[src/rtl/fwsm_pkg.sv]
// ----------------------------------------------------------------------------
// fwsm_pkg
// Shared types and constants of the four-wheel steering mixer.
// ----------------------------------------------------------------------------
package fwsm_pkg;

    typedef enum logic [8:0] {
        S_IDLE = 9'b000000001,
        S_SQA  = 9'b000000010,
        S_SQB  = 9'b000000100,
        S_ROOT = 9'b000001000,
        S_RND  = 9'b000010000,
        S_SPD  = 9'b000100000,
        S_YAW  = 9'b001000000,
        S_ROT  = 9'b010000000,
        S_DONE = 9'b100000000
    } state_t;

    typedef enum logic [3:0] {
        MODE_CRAB   = 4'b0001,
        MODE_STEER  = 4'b0010,
        MODE_ROTATE = 4'b0100,
        MODE_HOLD   = 4'b1000
    } mode_t;

    typedef enum logic [1:0] {
        REG_ANGLE_LIMIT = 2'd0,
        REG_SPEED_GAIN  = 2'd1,
        REG_WHEEL_BASE  = 2'd2,
        REG_JOYPAD_HOLD = 2'd3
    } reg_idx_t;

    localparam int unsigned CORDIC_ITERS = 28;
    localparam logic signed [17:0] ANGLE_MAX = 18'sd12868;

    localparam logic [13:0] ANGLE_LIMIT_RST = 14'd6554;
    localparam logic [15:0] SPEED_GAIN_RST  = 16'd4096;
    localparam logic [15:0] WHEEL_BASE_RST  = 16'd4096;

    // atan(2^-i) in Q0.30
    function automatic logic [29:0] atan_lut(input logic [4:0] i);
        logic [29:0] v;
        case (i)
            5'd0:  v = 30'd843314857;
            5'd1:  v = 30'd497837829;
            5'd2:  v = 30'd263043837;
            5'd3:  v = 30'd133525159;
            5'd4:  v = 30'd67021687;
            5'd5:  v = 30'd33543516;
            5'd6:  v = 30'd16775851;
            5'd7:  v = 30'd8388437;
            5'd8:  v = 30'd4194283;
            5'd9:  v = 30'd2097149;
            5'd10: v = 30'd1048576;
            5'd11: v = 30'd524288;
            5'd12: v = 30'd262144;
            5'd13: v = 30'd131072;
            5'd14: v = 30'd65536;
            5'd15: v = 30'd32768;
            5'd16: v = 30'd16384;
            5'd17: v = 30'd8192;
            5'd18: v = 30'd4096;
            5'd19: v = 30'd2048;
            5'd20: v = 30'd1024;
            5'd21: v = 30'd512;
            5'd22: v = 30'd256;
            5'd23: v = 30'd128;
            5'd24: v = 30'd64;
            5'd25: v = 30'd32;
            5'd26: v = 30'd16;
            5'd27: v = 30'd8;
            default: v = 30'd0;
        endcase
        return v;
    endfunction

endpackage

[src/rtl/four_wheel_steering_mixer.sv]
// ----------------------------------------------------------------------------
// four_wheel_steering_mixer
// Velocity command to four-wheel steering angles and drive speed.
// ----------------------------------------------------------------------------
// Usage:
//   s_* stream: one beat per control tick carrying the velocity command.
//   m_* stream: zero or one result beat per command (steering or rotate).
//   APB port: angle_limit, speed_gain, wheel_base, joypad_hold registers.
// Sequence (input beat to result valid):
//   crab mode     2 squares, 16 root steps, round, multiply, 28 CORDIC steps,
//                 final
//   counter-steer speed multiply, yaw multiply, 28 CORDIC steps, final;
//                 zero yaw or a zero yaw product skips straight to final
//   rotate / idle command: final state only
//   The single shift-add CORDIC datapath and the shared 18x17 multiplier set
//   these sequences; s_tready is high only in IDLE, so one command is in
//   flight at a time and the next beat can be taken while the result is valid.
// Reset: registers return to defaults, held angles clear to zero.
// Stalls: the result sits in an output register; the next command can be
//   taken and processed meanwhile, and waits in its final state until the
//   output register frees up.
// Dropped beats: joypad hold, or spin requested while rotation not allowed.
// ----------------------------------------------------------------------------
module four_wheel_steering_mixer
(
    input  logic        clk,
    input  logic        rst_n,
    // APB
    input  logic        psel,
    input  logic        penable,
    input  logic        pwrite,
    input  logic [3:0]  paddr,
    input  logic [31:0] pwdata,
    output logic [31:0] prdata,
    output logic        pready,
    // input stream
    input  logic        s_tvalid,
    output logic        s_tready,
    input  logic [63:0] s_tdata,   // forward_vel, lateral_vel, spin_vel, yaw_rate
    // output stream
    output logic        m_tvalid,
    input  logic        m_tready,
    output logic [79:0] m_tdata,   // drive_speed, front_angle, rear_angle, rotate_rate
    output logic        m_tuser    // command_kind
);

    // ---------------- configuration ----------------
    logic [13:0] angle_limit_reg;
    logic [15:0] speed_gain_reg;
    logic [15:0] wheel_base_reg;
    logic        joypad_hold_reg;
    logic        cfg_wr;

    assign pready = 1'b1;
    assign cfg_wr = psel & penable & pwrite;

    always_ff @(posedge clk or negedge rst_n)
    begin
        if (!rst_n)
        begin
            angle_limit_reg <= fwsm_pkg::ANGLE_LIMIT_RST;
            speed_gain_reg  <= fwsm_pkg::SPEED_GAIN_RST;
            wheel_base_reg  <= fwsm_pkg::WHEEL_BASE_RST;
            joypad_hold_reg <= 1'b0;
        end
        else if (cfg_wr)
        begin
            case (fwsm_pkg::reg_idx_t'(paddr[3:2]))
                fwsm_pkg::REG_ANGLE_LIMIT: angle_limit_reg <= pwdata[13:0];
                fwsm_pkg::REG_SPEED_GAIN:  speed_gain_reg  <= pwdata[15:0];
                fwsm_pkg::REG_WHEEL_BASE:  wheel_base_reg  <= pwdata[15:0];
                fwsm_pkg::REG_JOYPAD_HOLD: joypad_hold_reg <= pwdata[0];
                default: ;
            endcase
        end
    end

    always_comb
    begin
        case (fwsm_pkg::reg_idx_t'(paddr[3:2]))
            fwsm_pkg::REG_ANGLE_LIMIT: prdata = {18'd0, angle_limit_reg};
            fwsm_pkg::REG_SPEED_GAIN:  prdata = {16'd0, speed_gain_reg};
            fwsm_pkg::REG_WHEEL_BASE:  prdata = {16'd0, wheel_base_reg};
            fwsm_pkg::REG_JOYPAD_HOLD: prdata = {31'd0, joypad_hold_reg};
            default:                   prdata = 32'd0;
        endcase
    end

    // ---------------- datapath registers ----------------
    fwsm_pkg::state_t state_reg, state_next;
    fwsm_pkg::mode_t  mode_reg, mode_next;

    logic signed [15:0] fwd_reg, fwd_next;
    logic signed [15:0] lat_reg, lat_next;
    logic signed [15:0] spin_reg, spin_next;
    logic signed [15:0] yaw_reg, yaw_next;
    logic [4:0]         cnt_reg, cnt_next;
    logic [31:0]        sq_reg, sq_next;
    logic [31:0]        op_reg, op_next;
    logic [32:0]        res_reg, res_next;
    logic [31:0]        one_reg, one_next;
    logic signed [51:0] x_reg, x_next;
    logic signed [51:0] y_reg, y_next;
    logic signed [32:0] z_reg, z_next;
    logic               zero_reg, zero_next;
    logic signed [31:0] speed_reg, speed_next;
    logic signed [14:0] held_front_reg, held_front_next;
    logic signed [14:0] held_rear_reg, held_rear_next;

    logic               out_valid_reg, out_valid_next;
    logic               out_kind_reg, out_kind_next;
    logic signed [31:0] out_speed_reg, out_speed_next;
    logic signed [14:0] out_front_reg, out_front_next;
    logic signed [14:0] out_rear_reg, out_rear_next;
    logic signed [15:0] out_rot_reg, out_rot_next;

    // ---------------- combinational helpers ----------------
    logic signed [15:0] in_fwd, in_lat, in_spin, in_yaw;
    logic               neg;
    logic signed [16:0] fwd17, lat17, afwd17, slat17;
    logic signed [17:0] mul_a;
    logic signed [16:0] mul_b;
    logic signed [34:0] prod;
    logic signed [35:0] prod_s;
    logic signed [35:0] sp36;
    logic signed [31:0] sp_sat;
    logic [32:0]        root_sum;
    logic               root_ge;
    logic signed [51:0] xs, ys;
    logic signed [32:0] atan_t;
    logic signed [33:0] rsum;
    logic signed [17:0] r18, rc18, lim18, ang18;
    logic signed [14:0] ang;
    logic               out_free;

    assign in_fwd  = s_tdata[15:0];
    assign in_lat  = s_tdata[31:16];
    assign in_spin = s_tdata[47:32];
    assign in_yaw  = s_tdata[63:48];

    assign neg    = fwd_reg[15];
    assign fwd17  = {fwd_reg[15], fwd_reg};
    assign lat17  = {lat_reg[15], lat_reg};
    assign afwd17 = neg ? -fwd17 : fwd17;
    assign slat17 = neg ? -lat17 : lat17;

    // shared multiplier
    always_comb
    begin
        case (state_reg)
            fwsm_pkg::S_SQA:
            begin
                mul_a = {{2{fwd_reg[15]}}, fwd_reg};
                mul_b = fwd17;
            end
            fwsm_pkg::S_SQB:
            begin
                mul_a = {{2{lat_reg[15]}}, lat_reg};
                mul_b = lat17;
            end
            fwsm_pkg::S_SPD:
            begin
                mul_a = (mode_reg == fwsm_pkg::MODE_CRAB) ? {1'b0, res_reg[16:0]}
                                                          : {{2{fwd_reg[15]}}, fwd_reg};
                mul_b = {1'b0, speed_gain_reg};
            end
            fwsm_pkg::S_YAW:
            begin
                mul_a = {{2{yaw_reg[15]}}, yaw_reg};
                mul_b = {1'b0, wheel_base_reg};
            end
            default:
            begin
                mul_a = '0;
                mul_b = '0;
            end
        endcase
    end

    assign prod   = mul_a * mul_b;
    assign prod_s = {prod[34], prod};

    // signed speed with saturation
    assign sp36 = (mode_reg == fwsm_pkg::MODE_CRAB && neg) ? -prod_s : prod_s;
    always_comb
    begin
        if (sp36 > 36'sd2147483647)
            sp_sat = 32'sh7FFFFFFF;
        else if (sp36 < -36'sd2147483648)
            sp_sat = 32'sh80000000;
        else
            sp_sat = sp36[31:0];
    end

    // square root step
    assign root_sum = res_reg + {1'b0, one_reg};
    assign root_ge  = {1'b0, op_reg} >= root_sum;

    // CORDIC step
    assign xs     = x_reg >>> cnt_reg;
    assign ys     = y_reg >>> cnt_reg;
    assign atan_t = {3'b000, fwsm_pkg::atan_lut(cnt_reg)};

    // angle rounding and clamping
    assign rsum  = {z_reg[32], z_reg} + 34'sd65536;
    assign r18   = {rsum[33], rsum[33:17]};
    assign lim18 = {4'b0000, angle_limit_reg};
    always_comb
    begin
        if (r18 > fwsm_pkg::ANGLE_MAX)
            rc18 = fwsm_pkg::ANGLE_MAX;
        else if (r18 < -fwsm_pkg::ANGLE_MAX)
            rc18 = -fwsm_pkg::ANGLE_MAX;
        else
            rc18 = r18;
        if (zero_reg)
            ang18 = '0;
        else if (rc18 > lim18)
            ang18 = lim18;
        else if (rc18 < -lim18)
            ang18 = -lim18;
        else
            ang18 = rc18;
    end
    assign ang = ang18[14:0];

    assign out_free = !out_valid_reg || m_tready;

    // ---------------- sequencer ----------------
    always_comb
    begin
        state_next      = state_reg;
        mode_next       = mode_reg;
        fwd_next        = fwd_reg;
        lat_next        = lat_reg;
        spin_next       = spin_reg;
        yaw_next        = yaw_reg;
        cnt_next        = cnt_reg;
        sq_next         = sq_reg;
        op_next         = op_reg;
        res_next        = res_reg;
        one_next        = one_reg;
        x_next          = x_reg;
        y_next          = y_reg;
        z_next          = z_reg;
        zero_next       = zero_reg;
        speed_next      = speed_reg;
        held_front_next = held_front_reg;
        held_rear_next  = held_rear_reg;
        out_valid_next  = out_valid_reg && !m_tready;
        out_kind_next   = out_kind_reg;
        out_speed_next  = out_speed_reg;
        out_front_next  = out_front_reg;
        out_rear_next   = out_rear_reg;
        out_rot_next    = out_rot_reg;

        case (state_reg)
            fwsm_pkg::S_IDLE:
            begin
                if (s_tvalid)
                begin
                    fwd_next   = in_fwd;
                    lat_next   = in_lat;
                    spin_next  = in_spin;
                    yaw_next   = in_yaw;
                    zero_next  = 1'b0;
                    speed_next = '0;
                    if (joypad_hold_reg)
                        state_next = fwsm_pkg::S_IDLE;
                    else if (in_lat != 0 && in_yaw == 0 && in_spin == 0)
                    begin
                        mode_next  = fwsm_pkg::MODE_CRAB;
                        state_next = fwsm_pkg::S_SQA;
                    end
                    else if (in_fwd != 0 && in_spin == 0)
                    begin
                        mode_next  = fwsm_pkg::MODE_STEER;
                        state_next = fwsm_pkg::S_SPD;
                    end
                    else if (in_spin != 0 && in_fwd == 0 && in_lat == 0
                             && held_front_reg == 0)
                    begin
                        mode_next  = fwsm_pkg::MODE_ROTATE;
                        state_next = fwsm_pkg::S_DONE;
                    end
                    else if (in_spin == 0)
                    begin
                        mode_next  = fwsm_pkg::MODE_HOLD;
                        state_next = fwsm_pkg::S_DONE;
                    end
                end
            end
            fwsm_pkg::S_SQA:
            begin
                sq_next    = prod[31:0];
                state_next = fwsm_pkg::S_SQB;
            end
            fwsm_pkg::S_SQB:
            begin
                op_next    = sq_reg + prod[31:0];
                res_next   = '0;
                one_next   = 32'h4000_0000;
                state_next = fwsm_pkg::S_ROOT;
            end
            fwsm_pkg::S_ROOT:
            begin
                if (root_ge)
                begin
                    op_next  = op_reg - root_sum[31:0];
                    res_next = (res_reg >> 1) + {1'b0, one_reg};
                end
                else
                    res_next = res_reg >> 1;
                one_next = one_reg >> 2;
                if (one_reg == 32'd1)
                    state_next = fwsm_pkg::S_RND;
            end
            fwsm_pkg::S_RND:
            begin
                if ({1'b0, op_reg} > res_reg)
                    res_next = res_reg + 33'd1;
                state_next = fwsm_pkg::S_SPD;
            end
            fwsm_pkg::S_SPD:
            begin
                speed_next = sp_sat;
                cnt_next   = '0;
                z_next     = '0;
                if (mode_reg == fwsm_pkg::MODE_CRAB)
                begin
                    x_next     = {19'd0, afwd17, 16'd0};
                    y_next     = {{19{slat17[16]}}, slat17, 16'd0};
                    state_next = fwsm_pkg::S_ROT;
                end
                else if (yaw_reg == 0)
                begin
                    zero_next  = 1'b1;
                    state_next = fwsm_pkg::S_DONE;
                end
                else
                    state_next = fwsm_pkg::S_YAW;
            end
            fwsm_pkg::S_YAW:
            begin
                x_next = {7'd0, afwd17, 28'd0};
                y_next = {(neg ? -prod_s : prod_s), 16'd0};
                if (prod == 0)
                begin
                    zero_next  = 1'b1;
                    state_next = fwsm_pkg::S_DONE;
                end
                else
                    state_next = fwsm_pkg::S_ROT;
            end
            fwsm_pkg::S_ROT:
            begin
                if (!y_reg[51] && y_reg != 0)
                begin
                    x_next = x_reg + ys;
                    y_next = y_reg - xs;
                    z_next = z_reg + atan_t;
                end
                else
                begin
                    x_next = x_reg - ys;
                    y_next = y_reg + xs;
                    z_next = z_reg - atan_t;
                end
                cnt_next = cnt_reg + 5'd1;
                if (cnt_reg == 5'(fwsm_pkg::CORDIC_ITERS - 1))
                    state_next = fwsm_pkg::S_DONE;
            end
            fwsm_pkg::S_DONE:
            begin
                if (out_free)
                begin
                    out_valid_next = 1'b1;
                    out_kind_next  = (mode_reg == fwsm_pkg::MODE_ROTATE);
                    out_rot_next   = (mode_reg == fwsm_pkg::MODE_ROTATE) ? spin_reg : '0;
                    out_speed_next = speed_reg;
                    out_front_next = held_front_reg;
                    out_rear_next  = held_rear_reg;
                    if (mode_reg == fwsm_pkg::MODE_CRAB)
                    begin
                        held_front_next = ang;
                        held_rear_next  = ang;
                        out_front_next  = ang;
                        out_rear_next   = ang;
                    end
                    else if (mode_reg == fwsm_pkg::MODE_STEER)
                    begin
                        held_front_next = ang;
                        held_rear_next  = -ang;
                        out_front_next  = ang;
                        out_rear_next   = -ang;
                    end
                    state_next = fwsm_pkg::S_IDLE;
                end
            end
            default:
                state_next = fwsm_pkg::S_IDLE;
        endcase
    end

    always_ff @(posedge clk or negedge rst_n)
    begin
        if (!rst_n)
        begin
            state_reg      <= fwsm_pkg::S_IDLE;
            mode_reg       <= fwsm_pkg::MODE_HOLD;
            held_front_reg <= '0;
            held_rear_reg  <= '0;
            out_valid_reg  <= 1'b0;
        end
        else
        begin
            state_reg      <= state_next;
            mode_reg       <= mode_next;
            held_front_reg <= held_front_next;
            held_rear_reg  <= held_rear_next;
            out_valid_reg  <= out_valid_next;
        end
    end

    always_ff @(posedge clk)
    begin
        fwd_reg       <= fwd_next;
        lat_reg       <= lat_next;
        spin_reg      <= spin_next;
        yaw_reg       <= yaw_next;
        cnt_reg       <= cnt_next;
        sq_reg        <= sq_next;
        op_reg        <= op_next;
        res_reg       <= res_next;
        one_reg       <= one_next;
        x_reg         <= x_next;
        y_reg         <= y_next;
        z_reg         <= z_next;
        zero_reg      <= zero_next;
        speed_reg     <= speed_next;
        out_kind_reg  <= out_kind_next;
        out_speed_reg <= out_speed_next;
        out_front_reg <= out_front_next;
        out_rear_reg  <= out_rear_next;
        out_rot_reg   <= out_rot_next;
    end

    assign s_tready = (state_reg == fwsm_pkg::S_IDLE);
    assign m_tvalid = out_valid_reg;
    assign m_tuser  = out_kind_reg;
    assign m_tdata  = {2'b00, out_rot_reg, out_rear_reg, out_front_reg, out_speed_reg};

    // ---------------- assertions ----------------
    a_load_from_done: assert property (@(posedge clk) disable iff (!rst_n)
        $rose(out_valid_reg) |-> $past(state_reg == fwsm_pkg::S_DONE))
        else $error("result loaded outside final state");

    a_held_pair: assert property (@(posedge clk) disable iff (!rst_n)
        held_rear_reg == held_front_reg || held_rear_reg == -held_front_reg)
        else $error("held angles out of step");

    a_held_range: assert property (@(posedge clk) disable iff (!rst_n)
        held_front_reg <= 15'sd12868 && held_front_reg >= -15'sd12868)
        else $error("held angle beyond range");

    a_cordic_count: assert property (@(posedge clk) disable iff (!rst_n)
        state_reg == fwsm_pkg::S_ROT |-> cnt_reg < 5'(fwsm_pkg::CORDIC_ITERS))
        else $error("CORDIC step count overrun");

endmodule
[config.mk]
export PLATFORM = sky130hd
export DESIGN_NAME = four_wheel_steering_mixer
export DESIGN_NICKNAME = d
export VERILOG_FILES = /design/src/rtl/fwsm_pkg.sv /design/src/rtl/four_wheel_steering_mixer.sv
export SDC_FILE = /design/constraint.sdc
export NUM_CORES = 2
export LEC_CHECK = 0
export ABC_AREA = 1
export BUFFER_PORTS_ARGS = -buffer_cell sky130_fd_sc_hd__buf_2
export CAP_MARGIN = 40
export CORE_MARGIN = 2
export CORE_UTILIZATION = 60
export DETAILED_ROUTE_END_ITERATION = 8
export PLACE_DENSITY = 0.88
export SLEW_MARGIN = 30
export SYNTH_ARGS = -nofsm -noshare
export SYNTH_HDL_FRONTEND = slang
export SYNTH_SLANG_ARGS = --single-unit
[constraint.sdc]
create_clock -name clk -period 16.1 [get_ports clk]
set_clock_uncertainty 0.05 [all_clocks]
set_input_delay 2.415 -clock clk [delete_from_list [all_inputs] [get_ports clk]]
set_output_delay 2.415 -clock clk [all_outputs]
set_load 0.03 [all_outputs]
== Word level (Yosys, flattened, before mapping) ==
Memories as Yosys holds them, arrays and structs flattened. A register that Yosys moved wholly into a read port is not among the register bits.
Cells that the tools add are included.

* Add/subtract/negate cells: 18
* $mul: 1
* Div/mod/pow operators: 0
* $lt $le $gt $ge: 8
* Equal/unequal tests: 28
* Shift-type cells: 2
* Muxes and demuxes: 61
* Bitwise gates (word level): 3
* Reduce and logical (&&, ||, !) cells: 45

{| class="wikitable"
|+ Operator list
! cell !! number
|-
| 52-bit one-hot mux with 3 select lines || 2
|-
| 52-bit 2-to-1 mux || 4
|-
| 32-bit zero test || 6
|-
| 32-bit one-hot mux with 2 select lines || 3
|-
| 32-bit 2-to-1 mux || 4
|-
| 32-bit one-hot mux with 4 select lines || 1
|-
| 9-bit 2-to-1 mux || 12
|-
| 15-bit 2-to-1 mux || 7
|-
| 52-bit adder || 2
|-
| 52-bit by 5-bit >>> shifter with 52-bit output || 2
|-
| 52-bit subtractor || 2
|-
| 33-bit 2-to-1 mux || 3
|-
| 33-bit one-hot mux with 3 select lines || 1
|-
| 32-bit nonzero test || 3
|-
| 9-bit one-hot mux with 9 select lines || 1
|-
| 36-bit 2-to-1 mux || 2
|-
| 18-bit one-hot mux with 4 select lines || 1
|-
| 17-bit one-hot mux with 4 select lines || 1
|-
| 33-bit one-hot mux with 2 select lines || 1
|-
| 18-bit 2-to-1 mux || 3
|-
| 52-bit nonzero test || 1
|-
| 36-bit by 32-bit > comparator with 1-bit output, second input constant || 1
|-
| 36-bit by 32-bit < comparator with 1-bit output, second input constant || 1
|-
| 35-bit negator with 36-bit output || 1
|-
| other kinds (56) || 101
|}

* Register bits after elaboration: 538
* Bits in latches: 0
* Bits in writable memories: 0
* Bits in read-only memories: 960
* Input bits: 107
* Output and inout bits: 116
* Logic and storage cells: 195
* Memories: 1

{| class="wikitable"
|+ Memory list
! name !! words !! bits a word !! read ports !! clocked after Yosys merged registers in !! write ports !! RTL line !! source
|-
| (name not given) || 32 || 30 || 1 || 1 || 0 || fwsm_pkg.sv:43 || <nowiki>case (i)</nowiki>
|}

== Longest topological paths before layout ==
* Depth after elaboration: 11
* Gate-level depth with buffers: 51

== Worst setup path before layout ==
Ideal clock, no wire load.

* Path type: register to register
* Start: reg state_reg[0]
* End: reg op_reg[31], data pin
* Library setup time: 274 ps
* Data arrival time: 8304 ps
* Data required time: 15776 ps
* Setup slack: 7473 ps
* Stages on the path, launching flop included: 40
* Path buffers: 2
* Clock period less this slack: 8627 ps
* Path through: dfstp_2 > nor2_1 > nand2_1 > nor2_2 > nand4_1 > inv_2 > nand2_2 > buf_1 > nor2_1 > nor4_1 > clkbuf_1 > nor2_1 > fa_1 > inv_1 > fa_1 > fa_1 > fa_1 > fa_1 > (+4 left out) > nor2_1 > inv_1 > nor2_1 > nand4_1 > nand3_1 > xor2_1 > ha_1 > a21oi_1 > nor2_1 > nor2_1 > o221ai_1 > a21oi_1 > o21ai_0 > nand2_1 > nand3b_1 > nand2_1 > xor2_1 > o22ai_1

* Cells in the longest elaborated chain, start to end: 5
* Elaborated cells on any way between the ends: 10
* Those cells by class: add/sub: 1; mul: 1; eq/ne: 5; mux: 3

{| class="wikitable"
|+ RTL lines
! what !! RTL line !! source
|-
| start, declared || four_wheel_steering_mixer.sv:90 || <nowiki>fwsm_pkg::state_t state_reg, state_next;</nowiki>
|-
| start signal, assigned || four_wheel_steering_mixer.sv:409 || <nowiki>state_reg <= fwsm_pkg::S_IDLE;</nowiki>
|-
| start signal, assigned || four_wheel_steering_mixer.sv:417 || <nowiki>state_reg <= state_next;</nowiki>
|-
| 9-bit by 7-bit == test with 1-bit output, or another cell as far along || four_wheel_steering_mixer.sv:150 || <nowiki>case (state_reg)</nowiki>
|-
| 18-bit one-hot mux with 4 select lines / 17-bit one-hot mux with 4 select lines (equally long branches) || four_wheel_steering_mixer.sv:150 ||
|-
| 18-bit by 17-bit multiplier with 35-bit output * || four_wheel_steering_mixer.sv:180 || <nowiki>assign prod = mul_a * mul_b;</nowiki>
|-
| via prod[22] || four_wheel_steering_mixer.sv:123 || <nowiki>logic signed [34:0] prod;</nowiki>
|-
| 32-bit adder * || four_wheel_steering_mixer.sv:300 || <nowiki>op_next = sq_reg + prod[31:0];</nowiki>
|-
| 32-bit one-hot mux with 2 select lines * || four_wheel_steering_mixer.sv:257 || <nowiki>case (state_reg)</nowiki>
|-
| via op_next[31] || four_wheel_steering_mixer.sv:99 || <nowiki>logic [31:0] op_reg, op_next;</nowiki>
|-
| end signal, assigned || four_wheel_steering_mixer.sv:433 || <nowiki>op_reg <= op_next;</nowiki>
|-
| end, declared || four_wheel_steering_mixer.sv:99 ||
|}

The timed path passes the listed nets; every way through them passes the cells marked *.
A chain may end at the register's enable or synchronous reset.

== Worst setup path after layout ==
* Start: reg state_reg[3]
* End: reg speed_reg[23], data pin

* Cells in the longest elaborated chain, start to end: 9
* Elaborated cells on any way between the ends: 15
* Those cells by class: add/sub: 1; mul: 1; order compare: 2; eq/ne: 5; mux: 6

{| class="wikitable"
|+ RTL lines
! what !! RTL line !! source
|-
| 9-bit by 7-bit == test with 1-bit output, or another cell as far along || four_wheel_steering_mixer.sv:150 ||
|-
| 18-bit one-hot mux with 4 select lines / 17-bit one-hot mux with 4 select lines (equally long branches) || four_wheel_steering_mixer.sv:150 ||
|-
| 18-bit by 17-bit multiplier with 35-bit output * || four_wheel_steering_mixer.sv:180 ||
|-
| via prod[21] || four_wheel_steering_mixer.sv:123 ||
|-
| 35-bit negator with 36-bit output || four_wheel_steering_mixer.sv:184 || <nowiki>assign sp36 = (mode_reg == fwsm_pkg::MODE_CRAB && neg) ? -prod_s : prod_s;</nowiki>
|-
| 36-bit 2-to-1 mux * || four_wheel_steering_mixer.sv:184 ||
|-
| 36-bit by 32-bit < comparator with 1-bit output || four_wheel_steering_mixer.sv:189 || <nowiki>else if (sp36 < -36'sd2147483648)</nowiki>
|-
| 32-bit 2-to-1 mux || four_wheel_steering_mixer.sv:189 ||
|-
| 32-bit 2-to-1 mux * || four_wheel_steering_mixer.sv:187 || <nowiki>if (sp36 > 36'sd2147483647)</nowiki>
|-
| 32-bit one-hot mux with 2 select lines * || four_wheel_steering_mixer.sv:257 ||
|-
| end signal, assigned || four_wheel_steering_mixer.sv:440 || <nowiki>speed_reg <= speed_next;</nowiki>
|-
| end, declared || four_wheel_steering_mixer.sv:106 || <nowiki>logic signed [31:0] speed_reg, speed_next;</nowiki>
|}

Marked as above.

==> impl_results.md <==
* Vias in the first global route at 57200
* Post-detailed-route wirelength per cell at 22.4 µm
* CTS sink cnt at 552
* Htree depth at 3
* Placed cell count at 9882
* Synthesized area per cell at 7.23 µm²
* Max-slew headroom at 37.7%
* Clock network power share at 39.4%
* Hpwl dp at 180000 µm
* Layout cells sized above 1 at 6.90%
* Setup CP Type: register to register
* Buf/Inv on CP at 5
* Final hold viol count at 0
* Setup crit end: speed_reg[23]
* Crit path largest cell delay at 700 ps
* Clk buf depth at 3
* Global-route congestion overflow total at 0
* Synth warn at 0
* Synthesized instance count at 8524
* Count of input and output buffers at 185
* CP max stage cell: xor2_1
* Worst Hold Class: register to register
* CTS tree: built
* Fmax at 87.0 MHz
* RSZ-0062 raised after global routing: false
* Synth-to-layout area growth at 7.49%
* Hold-fix buffers, CTS at 0
* Worst R2R Start: state_reg[3]
* Cell area after technology mapping at 61700 µm²
* Rows at 117
* RR Endpoint: speed_reg[23]
* Combinational share of power at 16.4%
* Final Cell Area at 66300 µm²
* Post_cts resized at 0
* Final setup violation count at 0
* CORE AREA at 102000 µm²
* First-pass GRT wire length at 336000 µm
* Global placement routability congestion at 1.07
* Max VDD drop at 81.7 µV
* DR vias/cell at 6.08
* CTS buffer count at 67
* Leakage at 0.0312 µW
* Worst slew pin tran at 934 ps
* Sequential area share after synthesis at 25.7%
* Initial antenna violation count at 5
* Placed Area at 63800 µm²
* Crit path time final at 11500 ps
* Setup tns final at 0 ps
* Status: completed
* Crit path launch: state_reg[3]
* Worst path depth at 38
* DIE HEIGHT at 325 µm
* Drt initial violations at 7292
* Worst-path fanout max at 20
* Clock Latency Late Sink at 680 ps
* Setup Fix Bufs, Post-CTS at 0
* Internal at 2810 µW
* Post-synth EDFFs at 431
* Net Sw Frac at 31.8%
* Largest net degree at the start of global routing at 97
* First-pass DRT Iterations at 8
* Antenna viol nets, final at 0
* GRT Total Usage at 41.4%
* Required @ worst endpoint at 16540 ps
* Netlist cell types at 81
* Path depth of the worst reg2reg path at 38
* Fin. max-slew vios at 0
* Drt drc at 0
* Cell Pwr Density at 62.2 nW/µm²
* # nets final at 9415
* Worst path most repeated cell: nand2_1
* Worst Path Arrival at 11940 ps
* DRT Wirelength at 224000 µm
* Net Sw Power at 1310 µW
* Initial Utilization at 60.5%
* Synth async-reset ratio at 16.5%
* Part of the power in registers at 44.1%
* R2r setup slk at 4600 ps
* Crit start category: register
* Die Wd at 325 µm
* Seq cells post-synth at 552
* Root Driver: clkbuf_16
* Top Family by Delay on Critical Path: simple AND/OR/NAND/NOR gates
* Final Cycle Share at 71.4%
* Fin cells at 10000
* # Max-Cap Violations at 0
* Routed vias at 60900
* CP endpoint kind: register
* Die area at 105000 µm²
* I/O pin cnt at 223
* Worst-path clk slew at 70 ps
* Main synth FF type: edfxtp_1
==> metal layers <==
layer	track usage (%)	vias to the layer above	share of wire (%)
li1	-	28300	-
met5	0	-	0
met1	56.8	28600	40
met2	61.6	3438	42
met4	18.9	0	5.2
met3	10.4	556	12
==> Yosys cell counts, types with 27 or more instances <==
cell      count  area, µm²
xor2_1      212       1860
fa_1        316       6330
nor4_1       60        375
o21a_1       53        398
a21oi_1     567       2840
buf_4        29        218
ha_1        399       4990
or2_2        28        175
dfrtp_1      80       2000
clkbuf_1    162        608
o211ai_1     61        458
nand3_1     326       1630
mux2i_1      66        661
buf_2        47        235
nand2_1    1807       6780
buf_1        33        124
o21bai_1     27        203
o21ai_1     144        721
o21ai_0     671       3360
o22ai_1      58        363
dfxtp_1      30        601
nor2_1      931       3490
nand4_1      92        576
xnor2_1      90        788
nor3_1      115        576
edfxtp_1    431      12900
o221ai_1     39        342
a31oi_1      61        382
inv_1      1251       4700
==> worst min-delay path by stage <==
stage | slack [ps] | cells past startpoint | end | startpoint
after floorplan | 350 | 0 | out_speed_reg[0] | speed_reg[0]
after global placement | 360 | 0 | out_speed_reg[10] | speed_reg[10]
after detailed placement | 360 | 0 | out_speed_reg[4] | speed_reg[4]
after CTS | 370 | 0 | out_speed_reg[4] | speed_reg[4]
after global routing | 380 | 0 | out_speed_reg[6] | speed_reg[6]
final | 370 | 0 | out_speed_reg[4] | speed_reg[4]
==> worst register-to-register path: cells and delay by family, from the launching register on <==
| family | cells | cell delay [ps] |
|---|---|---|
| adders and majority gates | 7 | 3460 |
| DFF | 1 | 390 |
| buffers and inverters | 5 | 1330 |
| xor gates and xnor gates | 1 | 700 |
| and+or+nand+nor | 24 | 4980 |
| AOI/OAI and AO/OA | 1 | 380 |
==> kinds of logic (layout without fill, tap and decap cells) <==
| logic type | count (synthesis) | count (layout) | share of synthesized area (%) |
|---|---|---|---|
| AND/OR/NAND/NOR | 3499 | 3499 | 23.9 |
| AO/OA/AOI/OAI | 1810 | 1810 | 16.4 |
| buffers and inverters | 1574 | 1677 | 10.1 |
| adder cells (fa/ha/maj) | 715 | 715 | 18.4 |
| flip-flops | 552 | 552 | 25.7 |
| XOR/XNOR | 306 | 306 | 4.40 |
| multiplexers | 66 | 66 | 1.07 |
| other | 2 | 26 | 0.0122 |
==> stage by stage <==
| step | hold WS [ps] | worst slack (ps) | util [%] | power [µW] |
|---|---|---|---|---|
| 6_report | 368 | 4600 | 65.0 | 4120 |
| 5_1_grt | 385 | 3990 | 65.0 | 4230 |
| 4_1_cts | 371 | 4840 | 64.9 | 4100 |
| 3_5_place_dp | 358 | 4910 | 62.6 | 2490 |
| 3_3_place_gp | 357 | 4610 | 62.4 | 2460 |
| 2_1_floorplan | 350 | 7470 | - | 2240 |
==> power groups by stage <==
stage / clock network [µW] / registers, µW / logic [µW]
after floorplan: 0 / 1850 / 389
after global placement: 0 / 1840 / 625
after detailed placement: 0 / 1840 / 654
after CTS: 1630 / 1810 / 660
after global routing: 1680 / 1830 / 727
final: 1630 / 1820 / 678
==> final cells by class <==
class / count / area [µm²]
clock inverter: 34 / 402
tap: 1368 / 1710
multi-input combinational: 6417 / 39800
sequential: 552 / 15800
clock buffer: 88 / 1910
inverter: 1280 / 4810
fill: 8978 / 35600
antenna: 5 / 12.5
timing repair buffer: 275 / 1770
==> cells in the final DEF, fill, tap and decap left out, types with 21 or more instances in the layout <==
cell type  netlist  routed
dfrtp_1         80      80
xnor2_1         90      89
nor2_1         931     919
or2_2           28      28
nand2_1       1807    1803
edfxtp_1       431     431
o22ai_1         58      58
nor4_1          60      54
o211ai_1        61      61
inv_1         1251    1247
a21oi_1        567     565
nor3_1         115     110
ha_1           399     399
o21ai_0        671     669
xor2_1         212     212
o21ai_1        144     145
fa_1           316     316
conb_1           2      21
a31oi_1         61      61
buf_2           47     187
nand2_2         21      22
o21bai_1        27      27
buf_4           29      68
nand3_1        326     324
o221ai_1        39      39
nor2_2          22      32
mux2i_1         66      66
o21a_1          53      53
nand4_1         92      92
dfxtp_1         30      30
clkbuf_16        0      71
No activity file was read; power rests on OpenSTA's default activity.
